### config.mk
export PLATFORM = sky130hd
export DESIGN_NAME = motor_soft_start_ramp_flat
export DESIGN_NICKNAME = d
export VERILOG_FILES = /design/src/mssr_pkg.sv /design/src/mssr_in_if.sv /design/src/mssr_out_if.sv /design/src/mssr_mul.sv /design/src/mssr_div.sv /design/src/motor_soft_start_ramp.sv /design/src/flat_wrapper.sv
export SDC_FILE = /design/constraint.sdc
export NUM_CORES = 1
export LEC_CHECK = 0
export BUFFER_PORTS_ARGS = -buffer_cell sky130_fd_sc_hd__buf_2
export CORE_ASPECT_RATIO = 0.7
export CORE_MARGIN = 1.5
export CORE_UTILIZATION = 30
export DETAILED_ROUTE_END_ITERATION = 16
export PLACE_DENSITY = 0.51
export SLEW_MARGIN = 20
export SYNTH_ARGS = -nofsm -noshare
export SYNTH_HDL_FRONTEND = slang
export SYNTH_SLANG_ARGS = --single-unit
### constraint.sdc
create_clock -name clk -period 6.2 [get_ports clk]
set_input_delay 1.24 -clock clk [delete_from_list [all_inputs] [get_ports clk]]
set_output_delay 1.24 -clock clk [all_outputs]
set_load 0.05 [all_outputs]
### src/mssr_pkg.sv
// Shared types and constants for the soft-start ramp block.
// No dependencies; compiled first.
package mssr_pkg;

    localparam int FULL_SCALE_DEF = 1000;
    localparam int LEVEL_W        = 11;
    localparam int PERIOD_W       = 16;
    localparam int CMP_W          = 18;
    localparam int PROD_W         = PERIOD_W + LEVEL_W;
    localparam int VALUE_W        = 7;

    localparam logic [LEVEL_W-1:0]  LEVEL_MAX    = '1;
    localparam logic [LEVEL_W-1:0]  STEP_RESET   = LEVEL_W'(10);
    localparam logic [PERIOD_W-1:0] PERIOD_RESET = PERIOD_W'(1000);

    localparam logic [7:0] CHAR_D    = 8'h64;
    localparam logic [7:0] CHAR_R    = 8'h72;
    localparam logic [7:0] CHAR_ZERO = 8'h30;
    localparam logic [7:0] CHAR_NINE = 8'h39;

    typedef enum logic [1:0] {
        PH_IDLE,
        PH_TENS,
        PH_UNITS
    } phase_t;

    typedef enum logic [2:0] {
        ST_IDLE,
        ST_SDIV,
        ST_MUL,
        ST_CDIV,
        ST_DONE
    } state_t;

endpackage

### src/mssr_in_if.sv
// Input channel: timer tick or serial character, valid/ready handshake.
// Depends on nothing.
interface mssr_in_if;
    logic       valid;
    logic       ready;
    logic       command;
    logic       button_pressed;
    logic [7:0] serial_char;

    modport source (output valid, command, button_pressed, serial_char, input ready);
    modport sink   (input valid, command, button_pressed, serial_char, output ready);
endinterface

### src/mssr_out_if.sv
// Result channel: parser flags, compare value and drive level.
// Depends on mssr_pkg for field widths.
interface mssr_out_if;
    logic                                valid;
    logic                                ready;
    logic                                accepted;
    logic                                acknowledged;
    logic                                compare_update;
    logic [mssr_pkg::CMP_W-1:0]          pwm_compare;
    logic [mssr_pkg::LEVEL_W-1:0]        drive_level;

    modport source (output valid, accepted, acknowledged, compare_update, pwm_compare,
                    drive_level, input ready);
    modport sink   (input valid, accepted, acknowledged, compare_update, pwm_compare,
                    drive_level, output ready);
endinterface

### src/mssr_mul.sv
// Bit-serial shift-add multiplier, one multiplier bit per cycle.
// Standalone; widths set by parameters.
module mssr_mul #(
    parameter int A_W = 16,
    parameter int B_W = 11
) (
    input  logic               clk,
    input  logic               rst_n,
    input  logic               start,
    input  logic [A_W-1:0]     a,
    input  logic [B_W-1:0]     b,
    output logic               done,
    output logic [A_W+B_W-1:0] product
);

    localparam int CNT_W = (B_W > 1) ? $clog2(B_W) : 1;

    logic [A_W-1:0]   a_reg;
    logic [A_W-1:0]   hi_reg, hi_next;
    logic [B_W-1:0]   lo_reg, lo_next;
    logic [CNT_W-1:0] cnt_reg;
    logic             busy_reg;
    logic             done_reg;
    logic [A_W:0]     sum;

    // partial sum for the current multiplier bit, then shift right
    always_comb
    begin
        sum     = {1'b0, hi_reg} + (lo_reg[0] ? {1'b0, a_reg} : '0);
        hi_next = sum[A_W:1];
        lo_next = {sum[0], lo_reg[B_W-1:1]};
    end

    always_ff @(posedge clk or negedge rst_n)
    begin
        if (!rst_n)
        begin
            busy_reg <= 1'b0;
            done_reg <= 1'b0;
            cnt_reg  <= '0;
        end
        else
        begin
            done_reg <= 1'b0;
            if (start)
            begin
                busy_reg <= 1'b1;
                cnt_reg  <= CNT_W'(B_W - 1);
            end
            else if (busy_reg)
            begin
                cnt_reg <= cnt_reg - CNT_W'(1);
                if (cnt_reg == '0)
                begin
                    busy_reg <= 1'b0;
                    done_reg <= 1'b1;
                end
            end
        end
    end

    always_ff @(posedge clk)
    begin
        if (start)
        begin
            a_reg  <= a;
            hi_reg <= '0;
            lo_reg <= b;
        end
        else if (busy_reg)
        begin
            hi_reg <= hi_next;
            lo_reg <= lo_next;
        end
    end

    assign done    = done_reg;
    assign product = {hi_reg, lo_reg};

endmodule

### src/mssr_div.sv
// Restoring divider, one quotient bit per cycle; shared by the ramp-step
// and compare-scaling divisions. Standalone; widths set by parameters.
module mssr_div #(
    parameter int N_W = 27,
    parameter int D_W = 11
) (
    input  logic           clk,
    input  logic           rst_n,
    input  logic           start,
    input  logic [N_W-1:0] dividend,
    input  logic [D_W-1:0] divisor,
    output logic           done,
    output logic [N_W-1:0] quotient
);

    localparam int CNT_W = (N_W > 1) ? $clog2(N_W) : 1;

    logic [N_W-1:0]   quo_reg;
    logic [D_W-1:0]   rem_reg;
    logic [D_W-1:0]   d_reg;
    logic [CNT_W-1:0] cnt_reg;
    logic             busy_reg;
    logic             done_reg;
    logic [D_W:0]     trial;
    logic [D_W:0]     diff;
    logic             q_bit;

    always_comb
    begin
        trial = {rem_reg, quo_reg[N_W-1]};
        diff  = trial - {1'b0, d_reg};
        q_bit = (trial >= {1'b0, d_reg});
    end

    always_ff @(posedge clk or negedge rst_n)
    begin
        if (!rst_n)
        begin
            busy_reg <= 1'b0;
            done_reg <= 1'b0;
            cnt_reg  <= '0;
        end
        else
        begin
            done_reg <= 1'b0;
            if (start)
            begin
                busy_reg <= 1'b1;
                cnt_reg  <= CNT_W'(N_W - 1);
            end
            else if (busy_reg)
            begin
                cnt_reg <= cnt_reg - CNT_W'(1);
                if (cnt_reg == '0)
                begin
                    busy_reg <= 1'b0;
                    done_reg <= 1'b1;
                end
            end
        end
    end

    // dividend bits shift out of the top as quotient bits shift in
    always_ff @(posedge clk)
    begin
        if (start)
        begin
            quo_reg <= dividend;
            rem_reg <= '0;
            d_reg   <= divisor;
        end
        else if (busy_reg)
        begin
            quo_reg <= {quo_reg[N_W-2:0], q_bit};
            rem_reg <= q_bit ? diff[D_W-1:0] : trial[D_W-1:0];
        end
    end

    assign done     = done_reg;
    assign quotient = quo_reg;

endmodule

### src/motor_soft_start_ramp.sv
// Soft-start motor ramp with serial setup parser; top level.
// Per word: accept, then the ramp-step divide when an 'r' setting needs it, then the serial
// multiply, the compare-scaling divide, and last the output register.
// Throughput: one word in flight; the next is taken only once the last has been posted.
// Reset (rst_n, async low): period 1000, max level FULL_SCALE, step 10, power 0.
// Uses mssr_pkg, mssr_in_if, mssr_out_if, mssr_mul, mssr_div.
module motor_soft_start_ramp #(
    parameter int FULL_SCALE = mssr_pkg::FULL_SCALE_DEF
) (
    input  logic                          clk,
    input  logic                          rst_n,
    mssr_in_if.sink                       item,
    mssr_out_if.source                    result,
    input  logic                          cfg_we,
    input  logic [mssr_pkg::PERIOD_W-1:0] cfg_wdata
);

    localparam int LW = mssr_pkg::LEVEL_W;
    localparam int VW = mssr_pkg::VALUE_W;
    localparam int PW = mssr_pkg::PROD_W;

    mssr_pkg::state_t state_reg, state_next;
    mssr_pkg::phase_t phase_reg, phase_next;

    logic [mssr_pkg::PERIOD_W-1:0] period_reg;
    logic          target_reg, target_next;
    logic [VW-1:0] value_reg, value_next;
    logic [LW-1:0] max_reg, max_next;
    logic [LW-1:0] step_reg, step_next;
    logic [LW-1:0] power_reg, power_next;

    logic          acc_reg, acc_next;
    logic          ack_reg, ack_next;
    logic          upd_reg, upd_next;
    logic [mssr_pkg::CMP_W-1:0] cmp_reg, cmp_next;

    logic          out_valid_reg, out_valid_next;
    logic          out_acc_reg, out_ack_reg, out_upd_reg;
    logic [mssr_pkg::CMP_W-1:0] out_cmp_reg;
    logic [LW-1:0] out_lvl_reg;
    logic          out_load;

    logic          take;
    logic          is_digit;
    logic [3:0]    digit;
    logic [VW-1:0] units_value;
    logic [LW-1:0] value_x10;
    logic [LW:0]   ramp_sum;

    logic          mul_start, mul_done;
    logic [PW-1:0] product;
    logic          div_start, div_done;
    logic [PW-1:0] div_dividend;
    logic [LW-1:0] div_divisor;
    logic [PW-1:0] quotient;

    assign take        = item.valid && (state_reg == mssr_pkg::ST_IDLE);
    assign is_digit    = (item.serial_char >= mssr_pkg::CHAR_ZERO) &&
                         (item.serial_char <= mssr_pkg::CHAR_NINE);
    assign digit       = item.serial_char[3:0];
    assign units_value = value_reg + VW'(digit);
    assign value_x10   = {1'b0, units_value, 3'b000} + {3'b000, units_value, 1'b0};
    assign ramp_sum    = {1'b0, power_reg} + {1'b0, step_reg};

    always_comb
    begin
        state_next     = state_reg;
        phase_next     = phase_reg;
        target_next    = target_reg;
        value_next     = value_reg;
        max_next       = max_reg;
        step_next      = step_reg;
        power_next     = power_reg;
        acc_next       = acc_reg;
        ack_next       = ack_reg;
        upd_next       = upd_reg;
        cmp_next       = cmp_reg;
        item.ready     = 1'b0;
        mul_start      = 1'b0;
        div_start      = 1'b0;
        div_dividend   = product;
        div_divisor    = LW'(FULL_SCALE);
        out_load       = 1'b0;

        case (state_reg)
            mssr_pkg::ST_IDLE:
            begin
                item.ready   = 1'b1;
                div_dividend = PW'(max_reg);
                div_divisor  = value_x10;
                if (take)
                begin
                    acc_next   = 1'b0;
                    ack_next   = 1'b0;
                    upd_next   = 1'b0;
                    state_next = mssr_pkg::ST_MUL;
                    if (!item.command)
                    begin
                        if (item.button_pressed)
                        begin
                            if (power_reg < max_reg)
                            begin
                                power_next = ramp_sum[LW] ? mssr_pkg::LEVEL_MAX
                                                          : ramp_sum[LW-1:0];
                                upd_next   = 1'b1;
                            end
                            else if (power_reg > max_reg)
                            begin
                                power_next = max_reg;
                                upd_next   = 1'b1;
                            end
                        end
                        else if (power_reg != '0)
                        begin
                            power_next = '0;
                            upd_next   = 1'b1;
                        end
                    end
                    else
                    begin
                        case (phase_reg)
                            mssr_pkg::PH_TENS:
                            begin
                                phase_next = mssr_pkg::PH_IDLE;
                                if (is_digit)
                                begin
                                    value_next = VW'({digit, 3'b000}) + VW'({digit, 1'b0});
                                    phase_next = mssr_pkg::PH_UNITS;
                                    acc_next   = 1'b1;
                                end
                            end
                            mssr_pkg::PH_UNITS:
                            begin
                                phase_next = mssr_pkg::PH_IDLE;
                                if (is_digit)
                                begin
                                    value_next = units_value;
                                    acc_next   = 1'b1;
                                    ack_next   = 1'b1;
                                    if (!target_reg)
                                        max_next = value_x10;
                                    else if (units_value == '0)
                                        step_next = (max_reg != '0) ? max_reg : LW'(1);
                                    else
                                    begin
                                        // step = max / (value*10), serial divide
                                        div_start  = 1'b1;
                                        state_next = mssr_pkg::ST_SDIV;
                                    end
                                end
                            end
                            default:
                            begin
                                phase_next = mssr_pkg::PH_IDLE;
                                if (item.serial_char == mssr_pkg::CHAR_D ||
                                    item.serial_char == mssr_pkg::CHAR_R)
                                begin
                                    target_next = (item.serial_char == mssr_pkg::CHAR_R);
                                    value_next  = '0;
                                    phase_next  = mssr_pkg::PH_TENS;
                                    acc_next    = 1'b1;
                                end
                            end
                        endcase
                    end
                    mul_start = (state_next == mssr_pkg::ST_MUL);
                end
            end
            mssr_pkg::ST_SDIV:
            begin
                if (div_done)
                begin
                    step_next  = (quotient[LW-1:0] != '0) ? quotient[LW-1:0] : LW'(1);
                    mul_start  = 1'b1;
                    state_next = mssr_pkg::ST_MUL;
                end
            end
            mssr_pkg::ST_MUL:
            begin
                if (mul_done)
                begin
                    div_start  = 1'b1;
                    state_next = mssr_pkg::ST_CDIV;
                end
            end
            mssr_pkg::ST_CDIV:
            begin
                if (div_done)
                begin
                    cmp_next   = quotient[mssr_pkg::CMP_W-1:0];
                    state_next = mssr_pkg::ST_DONE;
                end
            end
            mssr_pkg::ST_DONE:
            begin
                if (!out_valid_reg || result.ready)
                begin
                    out_load   = 1'b1;
                    state_next = mssr_pkg::ST_IDLE;
                end
            end
            default:
            begin
                state_next = mssr_pkg::ST_IDLE;
            end
        endcase

        if (out_load)
            out_valid_next = 1'b1;
        else if (result.ready)
            out_valid_next = 1'b0;
        else
            out_valid_next = out_valid_reg;
    end

    always_ff @(posedge clk or negedge rst_n)
    begin
        if (!rst_n)
        begin
            state_reg     <= mssr_pkg::ST_IDLE;
            phase_reg     <= mssr_pkg::PH_IDLE;
            target_reg    <= 1'b0;
            value_reg     <= '0;
            max_reg       <= LW'(FULL_SCALE);
            step_reg      <= mssr_pkg::STEP_RESET;
            power_reg     <= '0;
            period_reg    <= mssr_pkg::PERIOD_RESET;
            out_valid_reg <= 1'b0;
        end
        else
        begin
            state_reg     <= state_next;
            phase_reg     <= phase_next;
            target_reg    <= target_next;
            value_reg     <= value_next;
            max_reg       <= max_next;
            step_reg      <= step_next;
            power_reg     <= power_next;
            out_valid_reg <= out_valid_next;
            if (cfg_we)
                period_reg <= cfg_wdata;
        end
    end

    always_ff @(posedge clk)
    begin
        acc_reg <= acc_next;
        ack_reg <= ack_next;
        upd_reg <= upd_next;
        cmp_reg <= cmp_next;
        if (out_load)
        begin
            out_acc_reg <= acc_reg;
            out_ack_reg <= ack_reg;
            out_upd_reg <= upd_reg;
            out_cmp_reg <= cmp_reg;
            out_lvl_reg <= power_reg;
        end
    end

    // operand b taken from power_next: the tick update lands on the same edge
    mssr_mul #(
        .A_W (mssr_pkg::PERIOD_W),
        .B_W (LW)
    ) u_mul (
        .clk     (clk),
        .rst_n   (rst_n),
        .start   (mul_start),
        .a       (period_reg),
        .b       (power_next),
        .done    (mul_done),
        .product (product)
    );

    mssr_div #(
        .N_W (PW),
        .D_W (LW)
    ) u_div (
        .clk      (clk),
        .rst_n    (rst_n),
        .start    (div_start),
        .dividend (div_dividend),
        .divisor  (div_divisor),
        .done     (div_done),
        .quotient (quotient)
    );

    assign result.valid          = out_valid_reg;
    assign result.accepted       = out_acc_reg;
    assign result.acknowledged   = out_ack_reg;
    assign result.compare_update = out_upd_reg;
    assign result.pwm_compare    = out_cmp_reg;
    assign result.drive_level    = out_lvl_reg;

    a_mul_done_in_mul: assert property (@(posedge clk) disable iff (!rst_n)
        mul_done |-> state_reg == mssr_pkg::ST_MUL)
        else $error("multiplier finished outside multiply phase");

    a_div_done_in_div: assert property (@(posedge clk) disable iff (!rst_n)
        div_done |-> (state_reg == mssr_pkg::ST_SDIV || state_reg == mssr_pkg::ST_CDIV))
        else $error("divider finished outside a divide phase");

    a_step_nonzero: assert property (@(posedge clk) disable iff (!rst_n)
        step_reg != '0)
        else $error("ramp step dropped to zero");

    a_result_posted: assert property (@(posedge clk) disable iff (!rst_n)
        (state_reg == mssr_pkg::ST_DONE && (!out_valid_reg || result.ready))
        |=> (result.valid && state_reg == mssr_pkg::ST_IDLE))
        else $error("finished word not posted to the output register");

endmodule

### src/flat_wrapper.sv
// flat-port wrapper written by rule: the top's interface ports become plain ports
module motor_soft_start_ramp_flat 
#(
    parameter int FULL_SCALE = mssr_pkg::FULL_SCALE_DEF
)
  (clk, rst_n, cfg_we, cfg_wdata, item_valid, item_command, item_button_pressed, item_serial_char, item_ready, result_valid, result_accepted, result_acknowledged, result_compare_update, result_pwm_compare, result_drive_level, result_ready);
  mssr_in_if item_i ();
  mssr_out_if result_i ();
  input  logic clk;
  input  logic rst_n;
  input  logic cfg_we;
  input  logic [mssr_pkg::PERIOD_W-1:0] cfg_wdata;
  input wire logic [$bits(item_i.valid)-1:0] item_valid;
  input wire logic [$bits(item_i.command)-1:0] item_command;
  input wire logic [$bits(item_i.button_pressed)-1:0] item_button_pressed;
  input wire logic [$bits(item_i.serial_char)-1:0] item_serial_char;
  output wire logic [$bits(item_i.ready)-1:0] item_ready;
  output wire logic [$bits(result_i.valid)-1:0] result_valid;
  output wire logic [$bits(result_i.accepted)-1:0] result_accepted;
  output wire logic [$bits(result_i.acknowledged)-1:0] result_acknowledged;
  output wire logic [$bits(result_i.compare_update)-1:0] result_compare_update;
  output wire logic [$bits(result_i.pwm_compare)-1:0] result_pwm_compare;
  output wire logic [$bits(result_i.drive_level)-1:0] result_drive_level;
  input wire logic [$bits(result_i.ready)-1:0] result_ready;
  assign item_i.valid = item_valid;
  assign item_i.command = item_command;
  assign item_i.button_pressed = item_button_pressed;
  assign item_i.serial_char = item_serial_char;
  assign item_ready = item_i.ready;
  assign result_valid = result_i.valid;
  assign result_accepted = result_i.accepted;
  assign result_acknowledged = result_i.acknowledged;
  assign result_compare_update = result_i.compare_update;
  assign result_pwm_compare = result_i.pwm_compare;
  assign result_drive_level = result_i.drive_level;
  assign result_i.ready = result_ready;
  motor_soft_start_ramp #(.FULL_SCALE(FULL_SCALE)) u_core (.clk(clk), .rst_n(rst_n), .item(item_i), .result(result_i), .cfg_we(cfg_we), .cfg_wdata(cfg_wdata));
endmodule
### Yosys cells after proc, flatten, opt, wreduce, memory -nomap -nowiden

Cells that the tools add are included.

* reductions and logical operators: 27
* add/subtract/negate cells: 8
* equal/unequal tests: 21
* order comparisons: 5
* multiplexer cells: 84
* bitwise gates (word level): 2

Operator list (count)
* $mux W11: 20
* $mux W27: 3
* $mux W1: 34
* $mux W3: 11
* $reduce_bool A11 Y1: 3
* $pmux W11 S2: 1
* $mux W7: 3
* $add A16 B17 Y17: 1
* $eq A8 B7 Y1 const B: 2
* $mux W16: 1
* $pmux W3 S5: 1
* $pmux W7 S2: 1
* $add A11 B11 Y12: 1
* $ge A12 B11 Y1: 1
* $ne A2 B1 Y1 const B: 6
* $ne A2 B2 Y1 const B: 6
* $reduce_and A6 Y1: 2
* $add A10 B8 Y11: 1
* $gt A11 B11 Y1: 1
* $lt A11 B11 Y1: 1
* $sub A11 B11 Y11: 1
* $mux W5: 2
* $reduce_and A5 Y1: 2
* $eq A3 B2 Y1 const B: 3
* other kinds (28): 39

* flip-flop bits (word level): 221
* output and inout bits: 34
* word-level logic and storage cells: 177

### Depth between registers and ports, before layout

Gate-level depths: netlist of the first run.

* depth after elaboration: 13
* gate-level depth with buffers: 14
* depth with buffers taken out: 14

### By module

Synthesis of the first run repeated with hierarchy kept, for this count alone.

* cell total of the unflattened synthesis: 1040
* area total of the unflattened synthesis: 11932.7 um2

By module, submodules not included
* motor_soft_start_ramp: cells each 553, instances 1, seq. area each 3160.5 um2, area an instance 6297.3 um2
* mssr_div: cells each 236, instances 1, seq. area each 1536.5 um2, area an instance 2924.1 um2
* mssr_mul: cells each 251, instances 1, seq. area each 1281.2 um2, area an instance 2711.4 um2

### Worst setup path after synthesis of the first run

OpenSTA, ideal clock, no wires.

* path kind: in2reg
* start point: in item_serial_char[0]
* end point: reg u_core.u_div.quo_reg[0], in the netlist u_core.u_div.quotient[0], enable pin
* arrival time: 3.834 ns
* setup time: 0.445 ns
* cell stages on the path: 11
* slack: 1.921 ns
* buffers on the path: 2
* path through: ha_1 > inv_1 > fa_1 > nand2b_1 > a21oi_1 > mux2i_1 > o41ai_1 > a211o_1 > clkbuf_1 > clkbuf_1 > nand2_1

* longest elaborated chain between the ends: 10

RTL lines
* start: declaration: line flat_wrapper.sv:16 `input wire logic [$bits(item_i.serial_char)-1:0] item_serial_char;`
* $add A7 B4 Y7: line motor_soft_start_ramp.sv:61 `assign units_value = value_reg + VW'(digit);`
* $logic_not A7 Y1: line motor_soft_start_ramp.sv:142 `else if (units_value == '0)`
* $mux W1: line motor_soft_start_ramp.sv:142
* $mux W1: line motor_soft_start_ramp.sv:140 `if (!target_reg)`
* $mux W1 *: line motor_soft_start_ramp.sv:135 `if (is_digit)`
* $mux W1 *: line motor_soft_start_ramp.sv:121 `case (phase_reg)`
* $mux W1 *: line motor_soft_start_ramp.sv:97 `if (!item.command)`
* $mux W1 *: line motor_soft_start_ramp.sv:91 `if (take)`
* $pmux W1 S2 *: line motor_soft_start_ramp.sv:85 `case (state_reg)`
* $reduce_bool A2 Y1 (no source line) *
* end signal: assignment: line mssr_div.sv:68 `quo_reg <= dividend;`
* end signal: assignment: line mssr_div.sv:74 `quo_reg <= {quo_reg[N_W-2:0], q_bit};`
* end: declaration: line mssr_div.sv:18 `logic [N_W-1:0] quo_reg;`

Every way passes the cells marked *; elsewhere a longest branch is shown, timed or not.
A chain may end at the register's enable or synchronous reset.

### Worst setup path in the final report of the first run

* start point: in item_serial_char[0]
* end point: reg u_core.u_mul.lo_reg[8], enable pin

* longest elaborated chain between the ends: 13

RTL lines
* $add A7 B4 Y7: line motor_soft_start_ramp.sv:61
* $logic_not A7 Y1: line motor_soft_start_ramp.sv:142
* $mux W2: line motor_soft_start_ramp.sv:142
* $mux W3: line motor_soft_start_ramp.sv:140
* $mux W3 *: line motor_soft_start_ramp.sv:135
* $mux W3 *: line motor_soft_start_ramp.sv:121
* $mux W3 *: line motor_soft_start_ramp.sv:97
* $mux W3 *: line motor_soft_start_ramp.sv:91
* $mux W3 *: line motor_soft_start_ramp.sv:85
* $eq A3 B2 Y1 *: line motor_soft_start_ramp.sv:166 `mul_start = (state_next == mssr_pkg::ST_MUL);`
* $mux W1 *: line motor_soft_start_ramp.sv:91
* $pmux W1 S2 *: line motor_soft_start_ramp.sv:85
* $reduce_bool A2 Y1 (no source line) *
* end signal: assignment: line mssr_mul.sv:73 `lo_reg <= lo_next;`
* end: declaration: line mssr_mul.sv:20 `logic [B_W-1:0] lo_reg, lo_next;`

Every way passes the cells marked *; elsewhere a longest branch is shown, timed or not. The select of a mux whose other input is x is not followed.

==> results_dict.tcl, run 1 <==
set metrics [dict create \
    fmax_mhz 241 \
    die_w_um 236 \
    grt_max_degree 56 \
    cts_hold_buf 0 \
    std_cell_rows 59 \
    cts_buffers 24 \
    netlist_instances 1053 \
    maxCapViolCount 0 \
    areaGrowthSynthToFinish_pct 14.9 \
    cts_root_buf "clkbuf_16" \
    clk_path_buf_depth 3 \
    die_h_um 166 \
    drc 0 \
    largest_register_ffs 27 \
    synth_largest_area_cell "edfxtp_1" \
    grt_pass1_vias 7831 \
    tightest_slew_ns 1.00 \
    cts_sinks 219 \
    final_util_pct 35.1 \
    nets 1215 \
    startpoint_type "primary input" \
    worstRegToRegCells 10 \
    async_reset_ff_share_pct 34.2 \
    end_kind "flop" \
    coreArea_um2 37200 \
    grt.total_usage_pct 14.3 \
    ys_seq_area_share_pct 52.4 \
    syn-num-nets 1154 \
    firstDrtPassIters 5 \
    arrival_ns 4.31 \
    place_congestion 0.900 \
    hold_path.class "flop to flop" \
    hold_viol 0 \
    finalSetupTns_ns 0 \
    dp_hpwl_um 20300 \
    drtAntennaViolNets 0 \
    crit_top_cell "nand2b_1" \
    synth.distinct_cells 70 \
    critPathKind "primary input to flop" \
    htreeDepth 1 \
    worst-path-max-fanout 25 \
    synth_area_per_cell_um2 10.8 \
    p_per_area_nw_per_um2 414 \
    ios 65 \
    synth_top_area_share_pct 30.9 \
    layout-drive-gt1-share_pct 15.1 \
    routedWlPerCell_um 17.2 \
    status "finished, final reports clean" \
    critPathMaxStageDelay_ns 0.49 \
    die_area_um2 39100 \
    gr-total-overflow 0 \
    insertion_delay_ns 0.53 \
    start_util_pct 30.5 \
    min_period_ns 4.15 \
    max_slew_margin_pct 33.3 \
    hold_end "u_core.result.acknowledged$_DFFE_PP_" \
    r2r_start "u_core.value_reg[0]$_DFFE_PN0P_" \
    clk_transition_reported_paths_ns 0.06 \
    layout_common_cells "nand2_1 (124), edfxtp_1 (117), nor2_1 (67), o21ai_0 (66), ha_1 (64)" \
    drt_iter0_markers 559 \
    grt_pass1_wl_um 44500 \
    required_ns 6.36 \
    ys.warnings.count 0 \
    finalSetupViolCount 0 \
    synth_edf_count 117 \
    vias_per_cell 4.99 \
    slowest_stage "nand2b_1" \
    finClkSkew_ns 0.0170 \
    ff2ff_setup_slack_ns 2.53 \
    cts_resized 0 \
    fin_crit_sh_pct 66.9 \
    rsz0062_at_grt "no" \
    worstHoldStart "u_core.ack_reg$_SDFFCE_PN0P_" \
    ir_worst_vdd_mv 0.246 \
    portBuffers 64 \
    antenna_found_initial 0 \
    synth_ff_type "edfxtp_1" \
    ys_ff_latch 219 \
    vias 8091 \
    r2r-end "u_core.u_mul.lo_reg[8]$_DFFE_PP_" \
    ys_top_cells_by_area "edfxtp_1 (31%), dfrtp_1 (13%), ha_1 (7.1%), dfxtp_1 (4.8%), nand2_1 (4.1%)" \
    final_common_cell "nand2_1" \
    crit_path_start "item_serial_char[0]" \
    diodes 0 \
    worstPathCellList "buf_2 > ha_1 > inv_1 > fa_1 > nand2b_1 > a21oi_1 > mux2i_1 > nor4_2 > or3_1 > a22o_2 > nand2b_1" \
    power_leakage_nw 5.36 \
    post_cts_buffers 0 \
    synth.cell_area_um2 11400 \
    wl_um 27900 \
    holdPathStages 0 \
    drv_slew 0 \
    cts_tree "yes" \
    holdWs_ns 0.422 \
]
[report_power, final]
part / internal (mW) / total (mW) / switching [mW] / leakage [nW]
logic: 0.691 / 1.60 / 0.912 / 2.72
clock network: 0.943 / 1.55 / 0.606 / 0.408
registers: 1.94 / 2.25 / 0.311 / 2.23
total: 3.57 / 5.40 / 1.83 / 5.36
[through the flow]
step | std cells | total power, mW | setup WS (ns) | instance area (um^2)
global placement | 1576 | 3.84 | 1.63 | 12200
CTS | 1620 | 5.45 | 2.08 | 13000
finish | 1620 | 5.40 | 2.05 | 13000
floorplan | 1053 | 3.40 | 1.92 | 11400
global route | 1620 | 5.77 | 1.75 | 13000
detailed placement | 1576 | 3.87 | 1.54 | 12200
[cell type report]
| type | count | area (um^2) |
|---|---|---|
| timing repair buffer | 73 | 390 |
| multi-input combinational | 741 | 5050 |
| clock inverter | 15 | 201 |
| fill | 3752 | 24200 |
| inverter | 55 | 206 |
| tap | 488 | 611 |
| sequential | 219 | 5950 |
| clock buffer | 29 | 641 |
[per-layer routing]
layer  up-vias  share of wire, %  track usage, %
met5         -                 0               0
met4         0               1.8            3.09
met3        29               6.1            2.94
met2       221                39            19.2
met1      3892                54            23.0
li1       3949                 -               -
[worst max-delay path: cells and delay by family]
kind / cells / cell delay (ns)
AND/OR/NAND/NOR: 4 / 1.17
AO/OA/AOI/OAI: 2 / 0.79
adder cells (fa/ha/maj): 2 / 0.58
multiplexers: 1 / 0.34
buffers and inverters: 2 / 0.19
[kinds of logic (layout without fill, tap and decap cells)]
group	after synthesis	after routing	synth area share [%]
AO/OA/AOI/OAI	232	232	13.2
buffers and inverters	93	172	3.33
XOR/XNOR	39	39	3.07
multiplexers	55	55	5.33
adder cells (fa/ha/maj)	70	70	8.11
flip-flops	219	219	52.4
AND/OR/NAND/NOR	345	345	14.6
[how the worst max path moves through the flow]
stage	endpoint	slack (ns)	cells past startpoint
6_report	u_core.u_mul.lo_reg[8]$_DFFE_PP_	2.05	11
3_5_place_dp	u_core.u_div.quotient[7]$_DFFE_PP_	1.54	12
5_1_grt	u_core.u_div.quotient[1]$_DFFE_PP_	1.75	12
4_1_cts	u_core.u_div.quotient[6]$_DFFE_PP_	2.08	12
3_3_place_gp	u_core.u_mul.lo_reg[7]$_DFFE_PP_	1.63	11
2_1_floorplan	u_core.u_div.quotient[0]$_DFFE_PP_	1.92	11
[synthesized netlist by cell type, types with 10 or more instances]
master / count
a211oi_1: 10
a21o_1: 12
a21oi_1: 55
and2_1: 19
and3_1: 13
clkbuf_1: 27
dfrtp_1: 61
dfstp_2: 14
dfxtp_1: 27
edfxtp_1: 117
ha_1: 64
inv_1: 54
mux2_2: 24
mux2i_1: 26
nand2_1: 124
nand2b_1: 18
nand3_1: 35
nor2_1: 68
nor2b_1: 14
nor3_1: 11
nor4_1: 12
o21ai_0: 66
xnor2_1: 22
xor2_1: 16
No activity file was read; power rests on OpenSTA's default activity.
==> inputs of run 2 (changes only) <==
--- a/config.mk
+++ b/config.mk
@@ -10,7 +10,7 @@
 export CORE_MARGIN = 1.5
 export CORE_UTILIZATION = 30
 export DETAILED_ROUTE_END_ITERATION = 16
-export PLACE_DENSITY = 0.51
+export PLACE_DENSITY = 0.53
 export SLEW_MARGIN = 20
 export SYNTH_ARGS = -nofsm -noshare
 export SYNTH_HDL_FRONTEND = slang
==> constraint.sdc (replaced) <==
create_clock -name clk -period 3.5 [get_ports clk]
set_input_delay 0.7 -clock clk [delete_from_list [all_inputs] [get_ports clk]]
set_output_delay 0.7 -clock clk [all_outputs]
set_load 0.05 [all_outputs]
==> run 2 against run 1 <==
Utilization is 0.95 points higher. Flip-flop and latch count stayed put. Final cell count is 3.5% higher. Via count is 2.2% higher. Critical path type is now flop to flop. Sequential power is 73% higher. Critical path depth is 2 lower. Global-route usage is 0.32 points higher. Hold slack worse by 0.24 ns. Design area is 2.7% higher. Total power is 73% higher.
==> results_dict.tcl, run 2 (same netlist as run 1, synthesis figures left out) <==
set metrics [dict create \
    required_ns 3.78 \
    cts_root_buf "clkbuf_16" \
    ios 65 \
    grt_pass1_vias 8038 \
    worstRegToRegCells 9 \
    drt_iter0_markers 685 \
    clk_transition_reported_paths_ns 0.06 \
    largest_register_ffs 27 \
    status "finished, final reports clean" \
    r2r_start "u_core.max_reg[9]$_DFFE_PN1P_" \
    power_leakage_nw 5.59 \
    switching_share_pct 34.6 \
    start_util_pct 30.5 \
    insertion_delay_ns 0.52 \
    vias 8269 \
    startpoint_type "flop" \
    end_kind "flop" \
    p_int_mw 6.12 \
    drv_slew 0 \
    dp_hpwl_um 21500 \
    grt_pass1_wl_um 45500 \
    cts_sinks 219 \
    diodes 0 \
    holdWs_ns 0.183 \
    htreeDepth 1 \
    layout_common_cells "nand2_1 (123), edfxtp_1 (117), nor2_1 (67), o21ai_0 (66), ha_1 (64)" \
    clkPwrFrac_pct 25.6 \
    fill_cells 3779 \
    hold_viol 0 \
    max_slew_margin_pct 31.3 \
    sequentialPowerShare_pct 41.5 \
    p_comb_share_pct 32.9 \
    p_sw_mw 3.23 \
    ff2ff_setup_slack_ns 0.31 \
    place_congestion 0.868 \
    cts_buffers 24 \
    hold_path.class "primary input to asynchronous set/reset pin" \
    min_period_ns 3.19 \
    die_area_um2 39100 \
    maxCapViolCount 0 \
    die_w_um 236 \
    routedWlPerCell_um 17.1 \
    final_common_cell "nand2_1" \
    grt_max_degree 47 \
    drc 0 \
    arrival_ns 3.47 \
    r2r-end "u_core.u_mul.lo_reg[2]$_DFFE_PP_" \
    std_cell_rows 59 \
    placed_cell_area_um2 12700 \
    post_cts_buffers 0 \
    grt.total_usage_pct 14.6 \
    wl_um 28600 \
    fin_crit_sh_pct 91.2 \
    gr-total-overflow 0 \
    die_h_um 166 \
    design_area_um2 13400 \
    finalSetupViolCount 0 \
    tightest_slew_ns 1.03 \
    drtAntennaViolNets 0 \
    portBuffers 64 \
    worst-path-max-fanout 11 \
    fmax_mhz 313 \
    nets 1271 \
    critPathKind "flop to flop" \
    final_util_pct 36.0 \
    vias_per_cell 4.93 \
    firstDrtPassIters 5 \
    layout-drive-gt1-share_pct 18.9 \
    rsz0062_at_grt "no" \
    cts_tree "yes" \
    ir_worst_vdd_mv 0.352 \
    coreArea_um2 37200 \
    p_per_area_nw_per_um2 698 \
    finClkSkew_ns 0.00748 \
    areaGrowthSynthToFinish_pct 18.0 \
    clk_path_buf_depth 3 \
    antenna_found_initial 0 \
]
## run 2: changes by cell type in the layout (fill, tap and decap cells not counted), sizes merged
cell,change
clkbuf,+9
bufinv,-5
buf,+56
clkinv,-4
## run 2: worst max path at each step
stage,startpoint,end,slack [ns],cells past startpoint
floorplan,item_serial_char[0],u_core.u_mul.lo_reg[0]$_DFFE_PP_,0.02,12
global placement,item_serial_char[0],u_core.u_mul.lo_reg[5]$_DFFE_PP_,-0.16,12
detailed placement,item_serial_char[0],u_core.u_mul.lo_reg[5]$_DFFE_PP_,-0.22,12
CTS,u_core.value_reg[0]$_DFFE_PN0P_,u_core.u_mul.lo_reg[7]$_DFFE_PP_,0.17,11
global route,u_core.value_reg[0]$_DFFE_PN0P_,u_core.max_reg[9]$_DFFE_PN1P_,0.02,15
finish,u_core.max_reg[9]$_DFFE_PN1P_,u_core.u_mul.lo_reg[2]$_DFFE_PP_,0.31,9
## run 2: power by group through the flow
stage | Sequential [mW] | Combinational, mW | Clock [mW]
floorplan | 3.75 | 2.27 | 0
detailed placement | 3.93 | 3.05 | 0
CTS | 3.88 | 3.07 | 2.47
finish | 3.89 | 3.07 | 2.39
global placement | 3.93 | 3.00 | 0
global route | 3.95 | 3.47 | 2.57
## run 2: per-layer routing
| metal | routed length (um) | up-vias | track usage, % | part of all wire [%] |
|---|---|---|---|---|
| li1 | - | 4065 | - | - |
| met1 | 15400 | 4015 | 23.4 | 54 |
| met2 | 11200 | 158 | 20.1 | 39 |
| met3 | 1540 | 31 | 2.73 | 5.4 |
| met4 | 448 | 0 | 2.78 | 1.6 |
| met5 | 0 | - | 0 | 0 |
## run 2: final cells by class
class                   count  area (um^2)  share of cell area, %
flip-flops and latches    219         5950                   44.4
multi-input cells         741         5060                   37.8
repair buffers            129          848                   6.33
clock buffers              38          694                   5.18
well taps                 488          611                   4.56
inverters                  55          206                   1.54
clock inverters             6         33.8                  0.252
## run 2: metrics by stage
stage	cells	TNS (ns)	power (mW)	worst slack, ns
3_3_place_gp	1632	-5.84	6.93	-0.162
2_1_floorplan	1053	0	6.03	0.0161
6_report	1676	0	9.35	0.308
5_1_grt	1676	0	9.99	0.0178
4_1_cts	1676	0	9.43	0.167
3_5_place_dp	1632	-11.42	6.98	-0.220
## run 2: timing repair
action                                 4_1_cts  5_1_grt
hold buffers                                 0        0
resized for setup                            0        2
setup endpoints to repair                    0       15
endpoints found under the hold margin        0        0
## run 2: worst max-delay path: stages (launching register included)
cell and delay (ns):
dfstp_2 0.55, inv_1 0.06, ha_1 0.32, a21o_1 0.20, a21oi_1 0.23, nand4_1 0.42
and3_1 0.35, a221o_1 0.29, a22o_1 0.25, mux2_2 0.27
